==> config.mk <==
export PLATFORM = sky130hd
export DESIGN_NAME = rgb_to_hsv_pixel
export DESIGN_NICKNAME = d
export VERILOG_FILES = /design/src/hdl/rth_pkg.sv /design/src/hdl/rth_front.sv /design/src/hdl/rth_cell.sv /design/src/hdl/rgb_to_hsv_pixel.sv
export VERILOG_INCLUDE_DIRS = /design/src /design/src/hdl
export SDC_FILE = /design/constraint.sdc
export NUM_CORES = 1
export LEC_CHECK = 0
export ABC_AREA = 1
export BUFFER_PORTS_ARGS = -buffer_cell sky130_fd_sc_hd__buf_2
export CAP_MARGIN = 0
export CORE_UTILIZATION = 30
export DETAILED_ROUTE_END_ITERATION = 8
export PLACE_DENSITY = 0.41
export SYNTH_ARGS = -nofsm -noshare
export SYNTH_HDL_FRONTEND = slang
export SYNTH_SLANG_ARGS = --single-unit
export TNS_END_PERCENT = 50
==> constraint.sdc <==
create_clock -name clk -period 8.05 [get_ports clk]
set_clock_uncertainty 0.15 [all_clocks]
set_input_delay 0.4025 -clock clk [delete_from_list [all_inputs] [get_ports clk]]
set_output_delay 0.4025 -clock clk [all_outputs]
set_load 0.02 [all_outputs]
==> src/hdl/assert_macros.svh <==
// assert_macros.svh: assertion helpers shared by the RGB to HSV pipeline.
// Every user has clk and arst_n in scope.
`ifndef ASSERT_MACROS_SVH
`define ASSERT_MACROS_SVH

// Property checked on every rising edge, off while reset is held.
`define ASSERT_CLK(label, prop, msg) \
	label: assert property (@(posedge clk) disable iff (!arst_n) (prop)) else $error(msg);

// Implication checked on every rising edge, off while reset is held.
`define ASSERT_IMPLY(label, ante, cons, msg) \
	label: assert property (@(posedge clk) disable iff (!arst_n) (ante) |-> (cons)) \
		else $error(msg);

`endif

==> src/hdl/rth_pkg.sv <==
// rth_pkg: types, constants and the restoring divide step used by the
// RGB to HSV pipeline. No dependencies.
`timescale 1ns / 1ps

package rth_pkg;

	// channel and quotient width; the divide chain has one cell per quotient bit
	localparam int unsigned CH_W    = 8;
	localparam int unsigned NUM_CELLS = CH_W;
	localparam int unsigned BEAT_W  = 3 * CH_W;

	// hue offsets in half degrees
	localparam logic [CH_W-1:0] OFF_RED_WRAP = 8'd180;
	localparam logic [CH_W-1:0] OFF_GREEN    = 8'd60;
	localparam logic [CH_W-1:0] OFF_BLUE     = 8'd120;

	// one division in flight: partial remainder, dividend bits still to
	// shift in, divisor and quotient bits so far
	typedef struct packed {
		logic [CH_W-1:0] rem;
		logic [CH_W-1:0] low;
		logic [CH_W-1:0] dvs;
		logic [CH_W-1:0] quo;
	} lane_t;

	// everything a cell hands to its neighbor
	typedef struct packed {
		lane_t           hue;
		lane_t           sat;
		logic [CH_W-1:0] brightness;
	} stage_t;

	// one restoring divide step: bring down the next dividend bit,
	// subtract the divisor when it fits
	function automatic lane_t div_step(input lane_t a);
		logic [CH_W:0] trial;
		logic [CH_W:0] dvs_x;
		lane_t         r;
		begin
			trial = {a.rem, a.low[CH_W-1]};
			dvs_x = {1'b0, a.dvs};
			r     = a;
			if (trial >= dvs_x) begin
				r.rem = CH_W'(trial - dvs_x);
				r.quo = {a.quo[CH_W-2:0], 1'b1};
			end else begin
				r.rem = trial[CH_W-1:0];
				r.quo = {a.quo[CH_W-2:0], 1'b0};
			end
			r.low = {a.low[CH_W-2:0], 1'b0};
			return r;
		end
	endfunction

endpackage

==> src/hdl/rth_front.sv <==
// rth_front: first pipeline stage; finds max, min, chroma and the hue branch
// and sets up both divisions. Depends on rth_pkg and assert_macros.svh.
`timescale 1ns / 1ps
`include "assert_macros.svh"

module rth_front import rth_pkg::*; (
	input  logic            clk,
	input  logic            arst_n,
	input  logic            in_valid,
	output logic            in_ready,
	input  logic [CH_W-1:0] red,
	input  logic [CH_W-1:0] green,
	input  logic [CH_W-1:0] blue,
	output logic            out_valid,
	input  logic            out_ready,
	output stage_t          out_data
);

	logic [CH_W-1:0]        mx, mn, chroma;
	logic signed [CH_W:0]   diff;
	logic [CH_W-1:0]        off;
	logic [2*CH_W-1:0]      off_c;
	logic signed [CH_W+9:0] num_full;
	logic [2*CH_W-1:0]      hue_num;
	logic [2*CH_W-1:0]      sat_num;
	stage_t                 nxt;
	logic                   valid_q;
	stage_t                 data_q;

	// max, min and chroma
	always_comb begin
		mx = red;
		mn = red;
		if (green > mx) mx = green;
		if (blue > mx) mx = blue;
		if (green < mn) mn = green;
		if (blue < mn) mn = blue;
		chroma = mx - mn;
	end

	// hue branch: red wins ties, then green
	always_comb begin
		if (mx == red) begin
			diff = $signed({1'b0, green}) - $signed({1'b0, blue});
			off  = (green < blue) ? OFF_RED_WRAP : '0;
		end else if (mx == green) begin
			diff = $signed({1'b0, blue}) - $signed({1'b0, red});
			off  = OFF_GREEN;
		end else begin
			diff = $signed({1'b0, red}) - $signed({1'b0, green});
			off  = OFF_BLUE;
		end
	end

	// numerators: 30*diff + off*C (never negative, below 180*C) and 255*C
	always_comb begin
		off_c    = {{CH_W{1'b0}}, off} * {{CH_W{1'b0}}, chroma};
		num_full = ($signed((CH_W+10)'(diff)) <<< 5) - ($signed((CH_W+10)'(diff)) <<< 1)
			+ $signed({2'b00, off_c});
		hue_num  = num_full[2*CH_W-1:0];
		sat_num  = {chroma, {CH_W{1'b0}}} - {{CH_W{1'b0}}, chroma};
	end

	// load the lanes; a zero divisor only occurs with a zero numerator
	always_comb begin
		nxt.hue.rem    = hue_num[2*CH_W-1:CH_W];
		nxt.hue.low    = hue_num[CH_W-1:0];
		nxt.hue.dvs    = (chroma == '0) ? CH_W'(1) : chroma;
		nxt.hue.quo    = '0;
		nxt.sat.rem    = sat_num[2*CH_W-1:CH_W];
		nxt.sat.low    = sat_num[CH_W-1:0];
		nxt.sat.dvs    = (mx == '0) ? CH_W'(1) : mx;
		nxt.sat.quo    = '0;
		nxt.brightness = mx;
	end

	assign in_ready = !valid_q || out_ready;

	// stage register
	always_ff @(posedge clk or negedge arst_n) begin
		if (!arst_n) begin
			valid_q <= 1'b0;
		end else if (in_ready) begin
			valid_q <= in_valid;
		end
	end

	always_ff @(posedge clk) begin
		if (in_valid && in_ready) begin
			data_q <= nxt;
		end
	end

	assign out_valid = valid_q;
	assign out_data  = data_q;

	`ASSERT_IMPLY(a_front_rem_below_div, valid_q,
		(data_q.hue.rem < data_q.hue.dvs) && (data_q.sat.rem < data_q.sat.dvs),
		"front: dividend high half not below divisor")

endmodule

==> src/hdl/rth_cell.sv <==
// rth_cell: one cell of the divide chain; resolves one quotient bit of the
// hue and saturation divisions and passes the beat on. Depends on rth_pkg.
`timescale 1ns / 1ps
`include "assert_macros.svh"

module rth_cell import rth_pkg::*; (
	input  logic   clk,
	input  logic   arst_n,
	input  logic   in_valid,
	output logic   in_ready,
	input  stage_t in_data,
	output logic   out_valid,
	input  logic   out_ready,
	output stage_t out_data
);

	logic   valid_q;
	stage_t data_q;

	// a cell takes a beat when empty or when its neighbor takes its own
	assign in_ready = !valid_q || out_ready;

	always_ff @(posedge clk or negedge arst_n) begin
		if (!arst_n) begin
			valid_q <= 1'b0;
		end else if (in_ready) begin
			valid_q <= in_valid;
		end
	end

	// one divide step on each lane, brightness rides along
	always_ff @(posedge clk) begin
		if (in_valid && in_ready) begin
			data_q.hue        <= div_step(in_data.hue);
			data_q.sat        <= div_step(in_data.sat);
			data_q.brightness <= in_data.brightness;
		end
	end

	assign out_valid = valid_q;
	assign out_data  = data_q;

	`ASSERT_IMPLY(a_cell_hue_rem, valid_q, data_q.hue.rem < data_q.hue.dvs,
		"cell: hue remainder not below divisor")
	`ASSERT_IMPLY(a_cell_sat_rem, valid_q, data_q.sat.rem < data_q.sat.dvs,
		"cell: saturation remainder not below divisor")

endmodule

==> src/hdl/rgb_to_hsv_pixel.sv <==
// Stages: one setup stage, then one cell per quotient bit of the 8-bit divides;
// every accepted input beat is registered in each of them on its way out.
// Throughput: one pixel per clock while m_tready is high; each stage holds one beat and moves on
// when the next stage is empty or moving, so bubbles close up under stall.
// Reset: arst_n clears all stage valid flags; data registers are not reset.
`timescale 1ns / 1ps
`include "assert_macros.svh"

module rgb_to_hsv_pixel import rth_pkg::*; (
	input  logic              clk,
	input  logic              arst_n,
	input  logic              s_tvalid,
	output logic              s_tready,
	input  logic [BEAT_W-1:0] s_tdata,   // red [7:0], green [15:8], blue [23:16]
	output logic              m_tvalid,
	input  logic              m_tready,
	output logic [BEAT_W-1:0] m_tdata    // hue [7:0], saturation [15:8], brightness [23:16]
);

	logic   link_valid [NUM_CELLS+1];
	logic   link_ready [NUM_CELLS+1];
	stage_t link_data  [NUM_CELLS+1];

	// setup stage
	rth_front u_front (
		.clk       (clk),
		.arst_n    (arst_n),
		.in_valid  (s_tvalid),
		.in_ready  (s_tready),
		.red       (s_tdata[CH_W-1:0]),
		.green     (s_tdata[2*CH_W-1:CH_W]),
		.blue      (s_tdata[3*CH_W-1:2*CH_W]),
		.out_valid (link_valid[0]),
		.out_ready (link_ready[0]),
		.out_data  (link_data[0])
	);

	// divide chain
	for (genvar i = 0; i < NUM_CELLS; i++) begin : g_cell
		rth_cell u_cell (
			.clk       (clk),
			.arst_n    (arst_n),
			.in_valid  (link_valid[i]),
			.in_ready  (link_ready[i]),
			.in_data   (link_data[i]),
			.out_valid (link_valid[i+1]),
			.out_ready (link_ready[i+1]),
			.out_data  (link_data[i+1])
		);
	end

	// last cell register is the output register
	assign link_ready[NUM_CELLS] = m_tready;
	assign m_tvalid = link_valid[NUM_CELLS];
	assign m_tdata  = {link_data[NUM_CELLS].brightness,
		link_data[NUM_CELLS].sat.quo,
		link_data[NUM_CELLS].hue.quo};

	`ASSERT_IMPLY(a_top_hue_range, m_tvalid, m_tdata[CH_W-1:0] <= 8'd179,
		"top: hue out of range")

endmodule
* After elaboration in Yosys (flattened, before gate mapping)
Index checks and enable logic that the tools add are counted.
** Storage, ports and cells
- Register bits :: 481
- Word-level logic and storage cells :: 195
- Input port bits :: 28
- Output and inout port bits :: 26
** Cells by class
- Add/sub/neg operators :: 21
- Eq/ne operators :: 2
- $lt $le $gt $ge :: 21
- Multiplexer cells :: 39
- Reduce and logical (&&, ||, !) cells :: 29
- Multipliers :: 1
** Operators with widths (number)
- two-way mux 8 bit :: 20
- >= comparator 9 x 8 -> 1 bit :: 16
- subtractor 8 bit :: 15
- subtractor 8 x 8 -> 9 bit :: 3
- < comparator 8 bit :: 3
- two-way mux 9 bit :: 2
- adder 16 bit :: 1
- equality test 8 bit :: 2
- > comparator 8 bit :: 2
- logical NOT 8 bit :: 2
- multiplier 8 x 8 -> 16 bit :: 1
- two-way mux 1 bit :: 16
- subtractor 16 x 8 -> 16 bit :: 1
- subtractor 14 x 10 -> 15 bit :: 1
- logical AND 1 bit :: 9
- logical NOT 1 bit :: 9
- logical OR 1 bit :: 9
- two-way mux 7 bit :: 1

* Logic depth before layout (Yosys ltp)
- Depth in word-level cells :: 11
- Gate-level depth with buffers :: 61
- Mapped depth without buffers :: 59

* Cells and area by module
From an unflattened synthesis, not the netlist that was laid out.
** Second synthesis, totals
- Cell total of the unflattened synthesis :: 3269
- Area, all modules :: 34581.9 um^2
** Modules (own cells, without submodules)
- rth_cell (g_cell[0].u_cell ...) :: area each 3490.8 um^2, sequential area each 2127.0 um^2, cells each 299, times used 5
- rth_front :: area each 6996.7 um^2, sequential area each 1676.6 um^2, cells each 881, times used 1
- rth_cell (g_cell[4].u_cell) :: area each 3420.8 um^2, sequential area each 2127.0 um^2, cells each 294, times used 1
- rth_cell (g_cell[5].u_cell) :: area each 3372.0 um^2, sequential area each 2127.0 um^2, cells each 299, times used 1
- rth_cell (g_cell[3].u_cell) :: area each 3338.2 um^2, sequential area each 2127.0 um^2, cells each 300, times used 1

* Worst setup path after synthesis
OpenSTA, ideal clock, no wires.
- Kind :: input-to-reg
- Start :: input s_tdata[14]
- End :: register u_front.data_q, in the netlist u_front.out_data[71] (data pin)
- Data arrival time :: 8490 ps
- Slack :: -843 ps
- Data required time :: 7648 ps
- Stages on the path :: 53
- Library setup time :: 252 ps
- Buffers on the path :: 3
- Path through :: inv_1 ha_1 nand2_1 nand2_1 a21oi_2 nand3_4 clkbuf_1 o21ai_0 inv_1 ha_1 nand2_1 nor2_1 nand3_1 nand3b_4 nand2_4 buf_6 nand2_4 nand2_2 (+17 left out) fa_1 fa_1 inv_1 ha_1 nand2_1 nor2_1 a211oi_1 o21ai_0 a21oi_1 inv_1 a21oi_1 nor2_1 nor2_1 nor2_1 nor2_1 xor2_1 nand3b_1 nand2_1
** On the way
- Longest elaborated chain between the ends :: 9
- Elaborated cells on any way between the ends :: 22
- Classes of those cells :: add/sub (5); mul (1); order compare (5); eq/ne (2); mux (9)
** RTL lines
- start: declaration :: line rgb_to_hsv_pixel.sv:14 : input logic [BEAT_W-1:0] s_tdata,
- > comparator 8 bit :: line rth_front.sv:34 : if (green > mx) mx = green;
- two-way mux 8 bit (*) :: line rth_front.sv:34
- > comparator 8 bit :: line rth_front.sv:35 : if (blue > mx) mx = blue;
- two-way mux 8 bit (*) :: line rth_front.sv:35
- named net u_front.mx[0] :: line rth_front.sv:19 : logic [CH_W-1:0] mx, mn, chroma;
- parallel branches: the longest is 4 deep, another holds multiplier 8 x 8 -> 16 bit
- adder 16 bit (*) :: line rth_front.sv:59 : + $signed({2'b00, off_c});
- named net u_front.num_full[15] :: line rth_front.sv:23 : logic signed [CH_W+9:0] num_full;
- end signal: assignment :: line rth_front.sv:90 : data_q <= nxt;
- end: declaration :: line rth_front.sv:28 : stage_t data_q;
Mark *: on every way through the listed nets, which the timed path passes.
A chain may end at the register's enable or synchronous reset.

* Final worst setup path
- Start :: input s_tdata[10]
- End :: register u_front.data_q, in the netlist u_front.out_data[71] (data pin)
** On the way
- Longest elaborated chain between the ends :: 9
- Elaborated cells on any way between the ends :: 22
- Classes of those cells :: add/sub (5); mul (1); order compare (5); eq/ne (2); mux (9)
** RTL lines (line)
- parallel branches: the longest is 8 deep, another holds multiplier 8 x 8 -> 16 bit
- adder 16 bit (*) :: rth_front.sv:59
- named net u_front.num_full[15] :: rth_front.sv:23
Marks and branches as above.

==> results.cfg <==
[worst_setup_path]
cp_slowest_cell = fa_1
crit_fanout = 7
reg2regPathDepth = 20
startpoint_type = input port
worstSetupPathType = in -> reg
worstReg2RegStart = g_cell[7].u_cell.out_valid
crit_top_cell = nand2_2
crit_family = adder cells
worst-path-buf-inv = 9
cp.arrival_ps = 8150
reg2reg_to = u_front.out_data[71]
reg2reg_slack_ps = 4840
crit_path_max_incr_delay_ps = 560
crit_start = s_tdata[10]
endpoint_kind = flop
worstPathRequired_ps = 8240

[place]
placed_cells = 3798
place.gp.congestion = 0.8800
port_buffers = 53
dp_hpwl_mm = 43.17

[timing]
setup_viol = 0
fin_crit_sh = 0.9894
min_period_ps = 7964
setup_tns_ps = 0
final_hold_viol_count = 0
slew_viol_final = 0
worst_pin_slew_ps = 1160
fmax_ghz = 0.1256
rsz0062_at_grt = true
maxSlewHeadroom = 0.2251

[drt]
drtIter0Drc = 704
routed_wl_mm = 54.55
antenna_left = 0
wl_per_cell_um = 13.90
firstDrtPassIters = 4
drc = 0
vias = 16960
via_per_inst = 4.323

[synth]
synth_cell_types = 47
synth_area_per_cell_um2 = 10.81
ys_seq_elements = 473
synth_warnings = 0
ys_seq_area_frac = 0.5485
async_flop_share = 0.01903
postSynthCellCount = 2387
netlist.area_leader.share = 0.5398
synth.area.top_cells = edfxtp_1, ha_1, inv_1
synth_ff_type = edfxtp_1
synth_area_mm2 = 0.02581
synth_area_leader_cell = edfxtp_1
syn_nets = 2683
synth_edf_count = 464

[cells_and_area]
fin_cells = 3923
layout.nets = 3038
n_antenna_cell = 0
post-route-util = 0.3738
syn_to_final_growth_pct = 23.31
drive_above_1_share = 0.2134

[run]
cap_viol_max_count = 0

[clocking]
cts.sinks = 473
clock_latency_ps = 580
cts_tree = built
clkTransAtPathRegs_ps = 60
htree_levels = 2
cts_buffer_depth = 3
clock-root-buffer = clkbuf_16
cts_buffers = 50

[global_route]
grt_start_max_net_pins = 56
antenna_found_initial = 0
grt_pass1_vias = 17480
grt_pass1_wl_mm = 88.97
overflow = 0
grtUsageTotal = 0.1275

[floorplanning]
initial_core_util = 0.3031
die-height_um = 295.3
ios = 54
core_mm2 = 0.08515
die_area_mm2 = 0.08721
rows = 107
die_w_um = 295.3

[status]
outcome = finished clean

[hold_path]
min_path_type = in -> async
==> cell families (layout without fill, tap and decap cells) <==
| kind of cell | after synthesis | in the layout | synth area share |
|---|---|---|---|
| buffers and inverters | 439 | 830 | 0.06486 |
| AND/OR/NAND/NOR | 752 | 753 | 0.1293 |
| flip-flops | 473 | 473 | 0.5485 |
| adder cells (fa/ha/maj) | 268 | 268 | 0.1453 |
| AO/OA/AOI/OAI | 336 | 336 | 0.07155 |
| XOR/XNOR | 119 | 119 | 0.04038 |
==> cell usage in the layout, fill, tap and decap left out, types with 12 or more instances in the layout <==
master     netlist  final
inv_2            6     26
nor2_2           9     15
buf_4            0    258
clkbuf_16        0     53
fa_1            53     52
nand2_1        296    258
o21ai_1          4     13
inv_1          407    384
nand4_1         26     26
xnor2_1         38     37
a21oi_1        196    190
xor2_1          81     80
nand3_2          8     12
nand2_2         26     52
buf_2            1     50
nand3_1         68     62
nor2_4           5     13
nand2_4         10     18
ha_4             0     15
o21ai_0         74     55
edfxtp_1       464    464
nor2_1         274    260
ha_1           215    199
a211oi_1        16     14
==> Yosys cell counts, types with 2 or more instances <==
library cell and number:
ha_1 215, clkbuf_1 19, nor2_4 5, nand2_2 26, nand2_1 296, or3_1 3, nand3b_1 5, nand3_2 8
nand3_4 2, xor2_1 81, o21ai_1 4, nand2_4 10, a211o_1 2, a221oi_1 3, nand3_1 68, nor3_1 10
nor4_1 3, buf_6 3, edfxtp_1 464, o21ai_0 74, o311ai_1 2, a31oi_1 3, xnor2_1 38, a21o_1 7
nand4_1 26, fa_1 53, or2_2 2, inv_1 407, a21oi_1 196, o211ai_1 10, inv_2 6, a21oi_2 2
o21a_1 4, clkinv_1 2, a211oi_1 16, nor2_1 274, o21bai_1 11, or2_0 2, dfrtp_1 9, nor2_2 9
==> sequential cells by signal (all words and copies together), names as in the netlist <==
name / flops
g_cell.u_cell.out_valid: 8
u_front.out_data: 55
g_cell.u_cell.out_data: 409
u_front.out_valid: 1
==> routing by layer <==
| metal | global-route usage | vias to the layer above | part of all wire |
|---|---|---|---|
| li1 | - | 8753 | - |
| met2 | 0.2385 | 202 | 0.52 |
| met1 | 0.1473 | 7914 | 0.43 |
| met5 | 0 | - | 0 |
| met3 | 0.01819 | 91 | 0.027 |
| met4 | 0.04309 | 0 | 0.029 |
==> worst reg2reg max path, cell delays in order (launching register included) <==
cell and delay (ps):
dfrtp_1 340, inv_1 40, nor2_1 150, inv_1 80, nor2_1 90, inv_1 70
nor2_1 80, inv_1 60, nor2_1 210, inv_1 90, nor2_1 210, inv_1 90
nor2_1 90, inv_1 70, nor2_1 90, inv_1 70, nor2_1 210, inv_1 90
nor2_1 220, nor2_4 40, buf_4 300
==> worst max path at each step <==
stage	cells past startpoint	to
3_3_place_gp	51	u_front.out_data[71]
5_1_grt	59	u_front.out_data[71]
6_report	56	u_front.out_data[71]
2_1_floorplan	56	u_front.out_data[71]
3_5_place_dp	53	u_front.out_data[71]
4_1_cts	54	u_front.out_data[71]
==> repair_timing <==
action	in CTS	in global routing
resized for setup	14	117
hold endpoints to repair	11	0
endpoints found under the setup margin	1	4
pin swaps	7	68
hold buffers	3	0
gates cloned	1	0
buffers inserted	2	30
==> stage by stage <==
| stage | hold WS (ps) | instance area (µm²) | setup WS, ps |
|---|---|---|---|
| floorplan | -43.09 | 26070 | -37.29 |
| global placement | 112.7 | 29470 | -795.5 |
| detailed placement | 120.3 | 29470 | -859.5 |
| CTS | 23.57 | 31180 | 9.822 |
| global route | 60.61 | 31830 | -492.2 |
| finish | 66.18 | 31830 | 85.70 |
==> area by class of cell <==
cell class / count / area, µm²
Timing Repair Buffer: 325 / 2414
Sequential cell: 473 / 14160
Fill cell: 8447 / 53320
Clock buffer: 63 / 1374
Clock inverter: 26 / 192.7
Multi-Input combinational cell: 1476 / 10680
Inverter: 416 / 1575
Tap cell: 1144 / 1431
Power is not shown: default switching activity piles up to over one toggle a cycle in this logic, so the estimate is an artifact.
